===== config.mk =====
export PLATFORM = sky130hd
export DESIGN_NAME = eased_color_fade_unit
export DESIGN_NICKNAME = d
export VERILOG_FILES = /design/src/hdl/efu_pkg.sv /design/src/hdl/efu_seq.sv /design/src/hdl/eased_color_fade_unit.sv
export VERILOG_INCLUDE_DIRS = /design/src /design/src/hdl
export SDC_FILE = /design/constraint.sdc
export NUM_CORES = 2
export LEC_CHECK = 0
export ABC_AREA = 1
export BUFFER_PORTS_ARGS = -buffer_cell sky130_fd_sc_hd__buf_2
export CORE_MARGIN = 2
export CORE_UTILIZATION = 40
export DETAILED_ROUTE_END_ITERATION = 16
export PLACE_DENSITY = 0.59
export SLEW_MARGIN = 20
export SYNTH_ARGS = -nofsm -noshare
export SYNTH_HDL_FRONTEND = slang
export SYNTH_SLANG_ARGS = --single-unit

===== constraint.sdc =====
create_clock -name clk -period 10.39 [get_ports clk]
set_input_delay 2.078 -clock clk [delete_from_list [all_inputs] [get_ports clk]]
set_output_delay 2.078 -clock clk [all_outputs]
set_load 0.03 [all_outputs]

===== src/hdl/eased_color_fade_unit_defines.svh =====
// Assertion macros for the eased colour fade unit.
// Included by the top level; no other dependencies.
`ifndef EASED_COLOR_FADE_UNIT_DEFINES_SVH
`define EASED_COLOR_FADE_UNIT_DEFINES_SVH

`ifndef SYNTHESIS
// antecedent implies consequent in the same cycle
`define EFU_ASSERT_SAME(lbl, clk, rstn, ante, cons, msg) \
  lbl: assert property (@(posedge clk) disable iff (!(rstn)) (ante) |-> (cons)) \
    else $error(msg);
// antecedent implies consequent in the next cycle
`define EFU_ASSERT_NEXT(lbl, clk, rstn, ante, cons, msg) \
  lbl: assert property (@(posedge clk) disable iff (!(rstn)) (ante) |=> (cons)) \
    else $error(msg);
`else
`define EFU_ASSERT_SAME(lbl, clk, rstn, ante, cons, msg)
`define EFU_ASSERT_NEXT(lbl, clk, rstn, ante, cons, msg)
`endif

`endif


===== src/hdl/efu_pkg.sv =====
// Shared types and constants for the eased colour fade unit.
// No dependencies; used by efu_seq and eased_color_fade_unit.
`timescale 1ns / 1ps

package efu_pkg;

  // fixed field widths of the beats
  localparam int CHAN_W   = 16;
  localparam int DELTA_W  = 16;
  localparam int LEN_W    = 24;

  // default storage widths
  localparam int COLOR_BITS_DEF = 16;
  localparam int TIME_BITS_DEF  = 24;

  // channel count and fraction width
  localparam int NCH  = 4;
  localparam int CH_W = 2;
  localparam int QW   = 17;          // Q1.16 fraction incl. the value one
  localparam int CNT_W = 5;          // holds QW-1
  localparam logic [QW-1:0] ONE_Q16 = 17'h10000;

  // mode codes
  localparam logic [1:0] MODE_TICK  = 2'd0;
  localparam logic [1:0] MODE_START = 2'd1;
  localparam logic [1:0] MODE_SET   = 2'd2;

  // program counter
  localparam int PC_W = 4;

  typedef struct packed {
    logic [1:0]         mode;
    logic [DELTA_W-1:0] delta_time;
    logic [CHAN_W-1:0]  target_red;
    logic [CHAN_W-1:0]  target_green;
    logic [CHAN_W-1:0]  target_blue;
    logic [CHAN_W-1:0]  target_alpha;
    logic [LEN_W-1:0]   fade_length;
  } in_beat_t;

  typedef struct packed {
    logic [CHAN_W-1:0] out_red;
    logic [CHAN_W-1:0] out_green;
    logic [CHAN_W-1:0] out_blue;
    logic [CHAN_W-1:0] out_alpha;
    logic              done_res;
    logic              visible;
  } out_beat_t;

  // datapath operations driven by the microcode
  typedef enum logic [3:0] {
    OP_NOP,
    OP_ACCEPT,
    OP_LOAD,
    OP_ADD_TIMER,
    OP_DIV_INIT,
    OP_DIV_STEP,
    OP_SQUARE,
    OP_CUBE,
    OP_BLEND_MUL,
    OP_BLEND_WB,
    OP_EMIT
  } op_t;

  // jump conditions
  typedef enum logic [2:0] {
    COND_NONE,
    COND_ALWAYS,
    COND_NO_BEAT,
    COND_IS_TICK,
    COND_FINISHED,
    COND_CNT_NZ,
    COND_CH_MORE,
    COND_OUT_BUSY
  } cond_t;

  typedef struct packed {
    op_t             op;
    cond_t           cond;
    logic [PC_W-1:0] target;
  } ucode_t;

  // datapath status seen by the sequencer
  typedef struct packed {
    logic in_valid;
    logic is_tick;
    logic finished;
    logic cnt_nz;
    logic ch_more;
    logic out_busy;
  } stat_t;

endpackage


===== src/hdl/efu_seq.sv =====
// Microcode sequencer for the eased colour fade unit: step counter,
// read-only program and jump logic. Depends on efu_pkg.
`timescale 1ns / 1ps

module efu_seq (
  input  logic          clk,
  input  logic          rst_n,
  input  efu_pkg::stat_t stat,
  output efu_pkg::op_t  op
);

  // program addresses
  localparam logic [efu_pkg::PC_W-1:0] PC_IDLE   = 4'd0;
  localparam logic [efu_pkg::PC_W-1:0] PC_TICK   = 4'd3;
  localparam logic [efu_pkg::PC_W-1:0] PC_DIV    = 4'd6;
  localparam logic [efu_pkg::PC_W-1:0] PC_BLEND  = 4'd9;
  localparam logic [efu_pkg::PC_W-1:0] PC_EMIT   = 4'd11;
  localparam logic [efu_pkg::PC_W-1:0] PC_LAST   = 4'd11;

  logic [efu_pkg::PC_W-1:0] pc_r, pc_nxt;
  efu_pkg::ucode_t          uw;
  logic                     take;

  // control store
  always_comb begin
    case (pc_r)
      4'd0:    uw = '{efu_pkg::OP_ACCEPT,    efu_pkg::COND_NO_BEAT,  PC_IDLE};
      4'd1:    uw = '{efu_pkg::OP_NOP,       efu_pkg::COND_IS_TICK,  PC_TICK};
      4'd2:    uw = '{efu_pkg::OP_LOAD,      efu_pkg::COND_ALWAYS,   PC_EMIT};
      4'd3:    uw = '{efu_pkg::OP_NOP,       efu_pkg::COND_FINISHED, PC_EMIT};
      4'd4:    uw = '{efu_pkg::OP_ADD_TIMER, efu_pkg::COND_NONE,     PC_IDLE};
      4'd5:    uw = '{efu_pkg::OP_DIV_INIT,  efu_pkg::COND_NONE,     PC_IDLE};
      4'd6:    uw = '{efu_pkg::OP_DIV_STEP,  efu_pkg::COND_CNT_NZ,   PC_DIV};
      4'd7:    uw = '{efu_pkg::OP_SQUARE,    efu_pkg::COND_NONE,     PC_IDLE};
      4'd8:    uw = '{efu_pkg::OP_CUBE,      efu_pkg::COND_NONE,     PC_IDLE};
      4'd9:    uw = '{efu_pkg::OP_BLEND_MUL, efu_pkg::COND_NONE,     PC_IDLE};
      4'd10:   uw = '{efu_pkg::OP_BLEND_WB,  efu_pkg::COND_CH_MORE,  PC_BLEND};
      4'd11:   uw = '{efu_pkg::OP_EMIT,      efu_pkg::COND_OUT_BUSY, PC_EMIT};
      default: uw = '{efu_pkg::OP_NOP,       efu_pkg::COND_ALWAYS,   PC_IDLE};
    endcase
  end

  // jump condition select
  always_comb begin
    case (uw.cond)
      efu_pkg::COND_NONE:     take = 1'b0;
      efu_pkg::COND_ALWAYS:   take = 1'b1;
      efu_pkg::COND_NO_BEAT:  take = !stat.in_valid;
      efu_pkg::COND_IS_TICK:  take = stat.is_tick;
      efu_pkg::COND_FINISHED: take = stat.finished;
      efu_pkg::COND_CNT_NZ:   take = stat.cnt_nz;
      efu_pkg::COND_CH_MORE:  take = stat.ch_more;
      efu_pkg::COND_OUT_BUSY: take = stat.out_busy;
      default:                take = 1'b0;
    endcase
  end

  // next step: jump, wrap at end of program, or fall through
  always_comb begin
    if (take) begin
      pc_nxt = uw.target;
    end else if (pc_r == PC_LAST) begin
      pc_nxt = PC_IDLE;
    end else begin
      pc_nxt = pc_r + 4'd1;
    end
  end

  always_ff @(posedge clk) begin
    if (!rst_n) begin
      pc_r <= PC_IDLE;
    end else begin
      pc_r <= pc_nxt;
    end
  end

  assign op = uw.op;

endmodule


===== src/hdl/eased_color_fade_unit.sv =====
// Top level of the eased colour fade unit: datapath with serial divider,
// shared multiplier and colour state. Depends on efu_pkg, efu_seq and
// eased_color_fade_unit_defines.svh.
//
//   channel  ports                      direction  beat
//   input    in_valid/in_ready/in_data  in         one command (tick, start, set)
//   result   out_valid/out_ready/out_data  out     colour, done and visible flags
//
// One beat is taken at a time. Start, set, unused and finished ticks go from
// the accept step through a load or finish check straight to the output step.
// An active tick runs timer update and divider set-up, 17 steps of the
// restoring divider for the fraction, two multiply steps for the cube, then
// two steps per channel on the shared blend multiplier. Reset is synchronous
// and clears the colours and the timer, so the unit starts finished and
// invisible. A stalled result holds the sequencer at its output step; no new
// beat is taken until it leaves.
`timescale 1ns / 1ps
`include "eased_color_fade_unit_defines.svh"

module eased_color_fade_unit #(
  parameter int COLOR_BITS = efu_pkg::COLOR_BITS_DEF,
  parameter int TIME_BITS  = efu_pkg::TIME_BITS_DEF
) (
  input  logic              clk,
  input  logic              rst_n,
  input  logic              in_valid,
  output logic              in_ready,
  input  efu_pkg::in_beat_t in_data,
  output logic              out_valid,
  input  logic              out_ready,
  output efu_pkg::out_beat_t out_data
);

  localparam int SUM_W = ((TIME_BITS > efu_pkg::DELTA_W) ? TIME_BITS : efu_pkg::DELTA_W) + 1;
  localparam int MUL_W = COLOR_BITS + efu_pkg::QW;
  localparam int NCH   = efu_pkg::NCH;
  localparam int QW    = efu_pkg::QW;
  localparam logic [QW-1:0] ONE_Q16_F = efu_pkg::ONE_Q16;

  efu_pkg::op_t   op;
  efu_pkg::stat_t stat;

  // architectural state
  logic [COLOR_BITS-1:0] cur_r   [NCH];
  logic [COLOR_BITS-1:0] cur_nxt [NCH];
  logic [COLOR_BITS-1:0] start_r   [NCH];
  logic [COLOR_BITS-1:0] start_nxt [NCH];
  logic [COLOR_BITS-1:0] goal_r   [NCH];
  logic [COLOR_BITS-1:0] goal_nxt [NCH];
  logic [TIME_BITS-1:0]  elapsed_r, elapsed_nxt;
  logic [TIME_BITS-1:0]  span_r, span_nxt;
  logic                  out_valid_r, out_valid_nxt;

  // working registers
  efu_pkg::in_beat_t     item_r, item_nxt;
  logic [TIME_BITS:0]    rem_r, rem_nxt;
  logic [QW-1:0]         q_r, q_nxt;
  logic [efu_pkg::CNT_W-1:0] cnt_r, cnt_nxt;
  logic [2*QW-2:0]       sq_r, sq_nxt;
  logic [QW-1:0]         eased_r, eased_nxt;
  logic [efu_pkg::CH_W-1:0] ch_r, ch_nxt;
  logic [MUL_W-1:0]      mul_r, mul_nxt;
  logic                  up_r, up_nxt;
  efu_pkg::out_beat_t    out_r, out_nxt;

  // combinational helpers
  logic [COLOR_BITS-1:0] tgt [NCH];
  logic [TIME_BITS-1:0]  len;
  logic [SUM_W-1:0]      sum;
  logic                  ge;
  logic [TIME_BITS:0]    rem_sub;
  logic [QW-1:0]         u;
  logic [3*QW-3:0]       cube_prod;
  logic [QW-1:0]         cube;
  logic [COLOR_BITS-1:0] from_c, to_c, diff;
  logic [COLOR_BITS-1:0] step;
  logic                  out_busy;

  efu_seq u_seq (
    .clk   (clk),
    .rst_n (rst_n),
    .stat  (stat),
    .op    (op)
  );

  assign out_busy = out_valid_r && !out_ready;
  assign in_ready = rst_n && (op == efu_pkg::OP_ACCEPT);

  // status back to the sequencer
  always_comb begin
    stat.in_valid = in_valid;
    stat.is_tick  = (item_r.mode == efu_pkg::MODE_TICK);
    stat.finished = !(elapsed_r < span_r);
    stat.cnt_nz   = (cnt_r != '0);
    stat.ch_more  = (ch_r != efu_pkg::CH_W'(NCH - 1));
    stat.out_busy = out_busy;
  end

  // operand shaping
  assign tgt[0] = COLOR_BITS'(item_r.target_red);
  assign tgt[1] = COLOR_BITS'(item_r.target_green);
  assign tgt[2] = COLOR_BITS'(item_r.target_blue);
  assign tgt[3] = COLOR_BITS'(item_r.target_alpha);
  assign len    = TIME_BITS'(item_r.fade_length);
  assign sum    = SUM_W'(elapsed_r) + SUM_W'(item_r.delta_time);

  // one restoring divider step
  assign ge      = (rem_r >= {1'b0, span_r});
  assign rem_sub = ge ? (rem_r - {1'b0, span_r}) : rem_r;

  // ease curve operands
  assign u         = ONE_Q16_F - q_r;
  assign cube_prod = sq_r * u;
  assign cube      = cube_prod[3*QW-3:2*QW-2];

  // blend operands for the selected channel
  assign from_c = start_r[ch_r];
  assign to_c   = goal_r[ch_r];
  assign diff   = (to_c >= from_c) ? (to_c - from_c) : (from_c - to_c);
  assign step   = COLOR_BITS'(mul_r >> (QW - 1));

  // next state per microcode operation
  always_comb begin
    for (int i = 0; i < NCH; i++) begin
      cur_nxt[i]   = cur_r[i];
      start_nxt[i] = start_r[i];
      goal_nxt[i]  = goal_r[i];
    end
    elapsed_nxt   = elapsed_r;
    span_nxt      = span_r;
    out_valid_nxt = out_valid_r && !out_ready;
    item_nxt      = item_r;
    rem_nxt       = rem_r;
    q_nxt         = q_r;
    cnt_nxt       = cnt_r;
    sq_nxt        = sq_r;
    eased_nxt     = eased_r;
    ch_nxt        = ch_r;
    mul_nxt       = mul_r;
    up_nxt        = up_r;
    out_nxt       = out_r;

    case (op)
      efu_pkg::OP_ACCEPT: begin
        if (in_valid) begin
          item_nxt = in_data;
        end
      end
      efu_pkg::OP_LOAD: begin
        if (item_r.mode == efu_pkg::MODE_START && len != '0) begin
          for (int i = 0; i < NCH; i++) begin
            start_nxt[i] = cur_r[i];
            goal_nxt[i]  = tgt[i];
          end
          span_nxt    = len;
          elapsed_nxt = '0;
        end else if (item_r.mode == efu_pkg::MODE_START ||
                     item_r.mode == efu_pkg::MODE_SET) begin
          // zero-length start or set: force the colour
          for (int i = 0; i < NCH; i++) begin
            cur_nxt[i]   = tgt[i];
            start_nxt[i] = tgt[i];
            goal_nxt[i]  = tgt[i];
          end
          span_nxt    = '0;
          elapsed_nxt = '0;
        end
      end
      efu_pkg::OP_ADD_TIMER: begin
        elapsed_nxt = (sum > SUM_W'(span_r)) ? span_r : TIME_BITS'(sum);
      end
      efu_pkg::OP_DIV_INIT: begin
        rem_nxt = {1'b0, elapsed_r};
        q_nxt   = '0;
        cnt_nxt = efu_pkg::CNT_W'(QW - 1);
      end
      efu_pkg::OP_DIV_STEP: begin
        rem_nxt = {rem_sub[TIME_BITS-1:0], 1'b0};
        q_nxt   = {q_r[QW-2:0], ge};
        cnt_nxt = cnt_r - 1'b1;
      end
      efu_pkg::OP_SQUARE: begin
        sq_nxt = (2*QW-1)'(u) * (2*QW-1)'(u);
      end
      efu_pkg::OP_CUBE: begin
        eased_nxt = ONE_Q16_F - cube;
        ch_nxt    = '0;
      end
      efu_pkg::OP_BLEND_MUL: begin
        mul_nxt = MUL_W'(diff) * MUL_W'(eased_r);
        up_nxt  = (to_c >= from_c);
      end
      efu_pkg::OP_BLEND_WB: begin
        cur_nxt[ch_r] = up_r ? (from_c + step) : (from_c - step);
        ch_nxt        = ch_r + 1'b1;
      end
      efu_pkg::OP_EMIT: begin
        if (!out_busy) begin
          out_valid_nxt     = 1'b1;
          out_nxt.out_red   = efu_pkg::CHAN_W'(cur_r[0]);
          out_nxt.out_green = efu_pkg::CHAN_W'(cur_r[1]);
          out_nxt.out_blue  = efu_pkg::CHAN_W'(cur_r[2]);
          out_nxt.out_alpha = efu_pkg::CHAN_W'(cur_r[3]);
          out_nxt.done_res  = !(elapsed_r < span_r);
          out_nxt.visible   = (cur_r[3] != '0);
        end
      end
      default: begin
      end
    endcase
  end

  // state with reset
  always_ff @(posedge clk) begin
    if (!rst_n) begin
      for (int i = 0; i < NCH; i++) begin
        cur_r[i]   <= '0;
        start_r[i] <= '0;
        goal_r[i]  <= '0;
      end
      elapsed_r   <= '0;
      span_r      <= '0;
      out_valid_r <= 1'b0;
    end else begin
      for (int i = 0; i < NCH; i++) begin
        cur_r[i]   <= cur_nxt[i];
        start_r[i] <= start_nxt[i];
        goal_r[i]  <= goal_nxt[i];
      end
      elapsed_r   <= elapsed_nxt;
      span_r      <= span_nxt;
      out_valid_r <= out_valid_nxt;
    end
  end

  // working and payload registers
  always_ff @(posedge clk) begin
    item_r  <= item_nxt;
    rem_r   <= rem_nxt;
    q_r     <= q_nxt;
    cnt_r   <= cnt_nxt;
    sq_r    <= sq_nxt;
    eased_r <= eased_nxt;
    ch_r    <= ch_nxt;
    mul_r   <= mul_nxt;
    up_r    <= up_nxt;
    out_r   <= out_nxt;
  end

  assign out_valid = out_valid_r;
  assign out_data  = out_r;

  // checks
  `EFU_ASSERT_NEXT(a_one_beat, clk, rst_n, in_valid && in_ready, !in_ready, "second beat taken")
  `EFU_ASSERT_SAME(a_timer_le_span, clk, rst_n, 1'b1, elapsed_r <= span_r, "timer beyond duration")
  `EFU_ASSERT_SAME(a_frac_range, clk, rst_n, op == efu_pkg::OP_SQUARE, q_r <= ONE_Q16_F, "fraction above one")
  `EFU_ASSERT_SAME(a_rem_range, clk, rst_n, op == efu_pkg::OP_DIV_STEP, (rem_r <= {span_r, 1'b0}), "remainder too big")

endmodule

==> summary.txt <==
Setup path
  • CP required: 10.79 ns
  • Worst Reg2Reg Path Length in Cells: 35
  • Crit-path max FO: 36
  • Worst path most repeated cell: nand2_1
  • Crit path DAT: 9.59 ns
  • R2R Path End: mul_r[30]$_DFFE_PN_
  • Slowest CP cell: xor2_2
  • R2R setup slack: 1.20 ns
  • Endpoint type of the worst setup path: flip-flop
  • CP Capture Point: mul_r[30]$_DFFE_PN_
  • CP Launch Type: flip-flop
  • Kind of critical path: flip-flop to flip-flop
  • CP peak stage delay: 0.64 ns

Yosys
  • Ranking of synthesized cells by area: fa_1, edfxtp_1, nand2_1
  • Syn Area/Cell: 8.30 µm²
  • Number of enable flip-flop cells after synthesis: 415
  • Seq/Total Area, Yosys: 0.241
  • Simple logic cell fraction of the synthesized area: 0.178
  • Synth Cell Area: 62400 µm²
  • Cell with the most instances after synthesis: nand2_1
  • Synth area leader: fa_1
  • Prevailing post-synth register cell: edfxtp_1
  • Syn_nets: 8947
  • Top post-synthesis cells by count: nand2_1, inv_1, fa_1
  • Xor and xnor area share after synthesis: 0.0212
  • Synth Area in Adders: 0.367
  • Register bit total from synthesis: 545
  • Post-synthesis mux area share: 0
  • Post-Synthesis Cells: 7518
  • Largest family of logic cells by synthesized area: adder cells
  • Synth warnings: 0
  • Compound-Gate Fraction of Synth Area: 0.0778
  • Post-synth top area share: 0.272
  • Synth unique cells: 63
  • Fraction of registers with async set/reset: 0

Timing
  • Final-report setup violation count: 0
  • Unrepaired setup endpoints after global routing: false
  • Skew final: 0.0684 ns
  • Max_slew headroom: 0.213
  • Max Fclk: 109 MHz
  • Final period util: 0.884
  • Final Max Tran Viols: 0
  • Worst Max-Slew Pin Slew: 1.17 ns
  • Total negative setup slack: 0 ns
  • Fin. Hold Viols: 0
  • Minimum clock period: 9.19 ns

GRT
  • First-pass GRT wire length: 299000 µm
  • Initial antenna violation count: 9
  • GR Overflow Total: 0
  • Largest net degree at the start of global routing: 99
  • Gr usage total: 0.244
  • Vias in the first global route: 51735

Status
  • Status: complete, no violations

Clock tree
  • Total setup buffers inserted after CTS: 0
  • CTS tree: done
  • Later-pin clock latency in the skew report: 0.71 ns
  • Sink Count: 545
  • Deepest clock path buffer count: 3
  • Root Driver: clkbuf_16
  • CTS Buf Count: 60
  • Cts repair resizes: 0
  • Hold-fix buffers, CTS: 0
  • H-tree depth: 2
  • Clk slew on worst S/H paths: 0.07 ns

Layout
  • Register Area: 15100 µm²
  • Post-Layout Cell Count: 9662
  • Layout cells sized above 1: 0.0577
  • Area Growth Syn to Fin: 8.07%
  • # nets final: 8991
  • Multi-input gate area: 40200 µm²
  • FILL cells: 15344

Detailed routing
  • DR WL/cell: 20.0 µm
  • Initial DRC count: 4066
  • Via count: 50121
  • Drt drc: 0
  • Via/cell ratio: 5.19
  • WL final: 193000 µm
  • TritonRoute pass-1 iters: 6
  • Post-DRT Antenna Nets: 0

Flow run
  • Max_cap viols: 0

Place
  • Post-DP HPWL: 152000 µm
  • I/O Buffers: 177
  • Final GP Congestion: 0.924
  • Placed cell count: 9544

Worst hold path
  • Worst Hold Class: flip-flop to flip-flop

Floorplanning
  • Die Wd: 399 µm
  • Core area: 154000 µm²
  • Die ar.: 159000 µm²
  • DIE HEIGHT: 399 µm
  • # rows: 144
  • Initial Util: 0.404
  • Io pins: 178
==> per-layer routing <==
| metal | part of all wire | up-vias | routed length [µm] | track usage |
|---|---|---|---|---|
| met2 | 0.47 | 1635 | 90000 | 0.399 |
| met5 | 0.00033 | - | 63 | 0 |
| met4 | 0.028 | 10 | 5330 | 0.0646 |
| li1 | - | 23294 | - | - |
| met3 | 0.071 | 293 | 13700 | 0.0396 |
| met1 | 0.44 | 24889 | 84300 | 0.334 |
==> placed cells by master (no fill, tap or decap), types with 7 or more instances in the layout <==
master / synthesis / final
nor3_1: 46 / 45
a21o_1: 23 / 23
buf_4: 11 / 55
nand4_1: 47 / 47
nor2_2: 11 / 14
nor2_1: 724 / 717
o21ai_0: 191 / 191
inv_2: 24 / 26
o22ai_1: 46 / 46
edfxtp_1: 415 / 415
o21bai_1: 25 / 25
a31oi_1: 25 / 25
nor2_4: 7 / 11
xnor2_1: 50 / 50
nand2_2: 20 / 21
buf_2: 27 / 177
dfxtp_1: 130 / 129
a211oi_1: 7 / 7
bufinv_16: 0 / 9
fa_1: 848 / 848
nor4_1: 28 / 28
a32oi_1: 30 / 30
clkbuf_16: 0 / 60
or2_2: 8 / 7
xor2_1: 91 / 91
nand3_1: 201 / 201
clkinv_2: 0 / 7
clkbuf_1: 188 / 15
o21ai_1: 14 / 14
nand3b_1: 8 / 8
ha_1: 471 / 471
inv_1: 1603 / 1599
clkinv_1: 8 / 14
o211ai_1: 12 / 12
nand2_1: 1632 / 1630
o21a_1: 8 / 8
a21oi_1: 459 / 459
==> flip-flops by register name, indices dropped and copies added (netlist names), named ones only <==
name / flops
cnt_r: 5
out_valid: 1
goal_r: 64
span_r: 24
u_seq.pc_r: 4
ch_r: 2
rem_r: 25
cur_r: 64
mul_r: 16
start_r: 64
sq_r: 32
eased_r: 17
elapsed_r: 24
u_seq.uw: 11
item_r: 82
q_r: 17
out_data: 66
up_r: 1
len: 24
==> area by class of cell <==
class	instances	share of cell area
Timing Repair Buffer	232	0.0193
Multi-Input combinational cell	5088	0.597
Tap cell	2044	0.0379
Clock inverter	33	0.00718
Sequential cell	545	0.223
Antenna cell	4	0.000148
Inverter	1635	0.0910
Clock buffer	81	0.0243
==> stage by stage <==
| step | hold slack (ns) | setup slack, ns | area (µm²) | utilization |
|---|---|---|---|---|
| 4_1_cts | 0.456 | 1.27 | 67400 | 0.437 |
| 5_1_grt | 0.472 | 0.467 | 67400 | 0.437 |
| 3_3_place_gp | 0.441 | 1.37 | 65300 | 0.423 |
| 6_report | 0.459 | 1.20 | 67400 | 0.437 |
| 3_5_place_dp | 0.447 | 1.34 | 65300 | 0.423 |
| 2_1_floorplan | 0.425 | 2.74 | 62400 | - |
==> how the worst min path moves through the flow <==
stage,slack [ns],cells past startpoint,from,to
finish,0.46,0,cur_r[0][2]$_SDFFE_PN0P_,out_data[52]$_DFFE_PP_
global route,0.47,0,cur_r[0][2]$_SDFFE_PN0P_,out_data[52]$_DFFE_PP_
CTS,0.46,0,cur_r[0][2]$_SDFFE_PN0P_,out_data[52]$_DFFE_PP_
detailed placement,0.45,0,cur_r[0][2]$_SDFFE_PN0P_,out_data[52]$_DFFE_PP_
global placement,0.44,0,cur_r[2][11]$_SDFFE_PN0P_,out_data[29]$_DFFE_PP_
floorplan,0.43,0,cur_r[2][2]$_SDFFE_PN0P_,out_data[20]$_DFFE_PP_
==> logic make-up after synthesis <==
logic type               Yosys count
AND/OR/NAND/NOR                 2753
XOR/XNOR                         146
buffers and inverters           1885
flip-flops                       545
AO/OA/AOI/OAI                    870
adder cells (fa/ha/maj)         1319
==> critical path, delay by kind of cell, from the launching register on <==
family	cells	cell delay, ns
and+or+nand+nor	14	1.44
DFF	1	0.32
buffers and inverters	6	1.39
xor gates and xnor gates	1	0.64
adders and majority gates	8	3.78
AOI/OAI and AO/OA	6	1.32
Power is not shown: default switching activity piles up to over one toggle a cycle in this logic, so the estimate is an artifact.
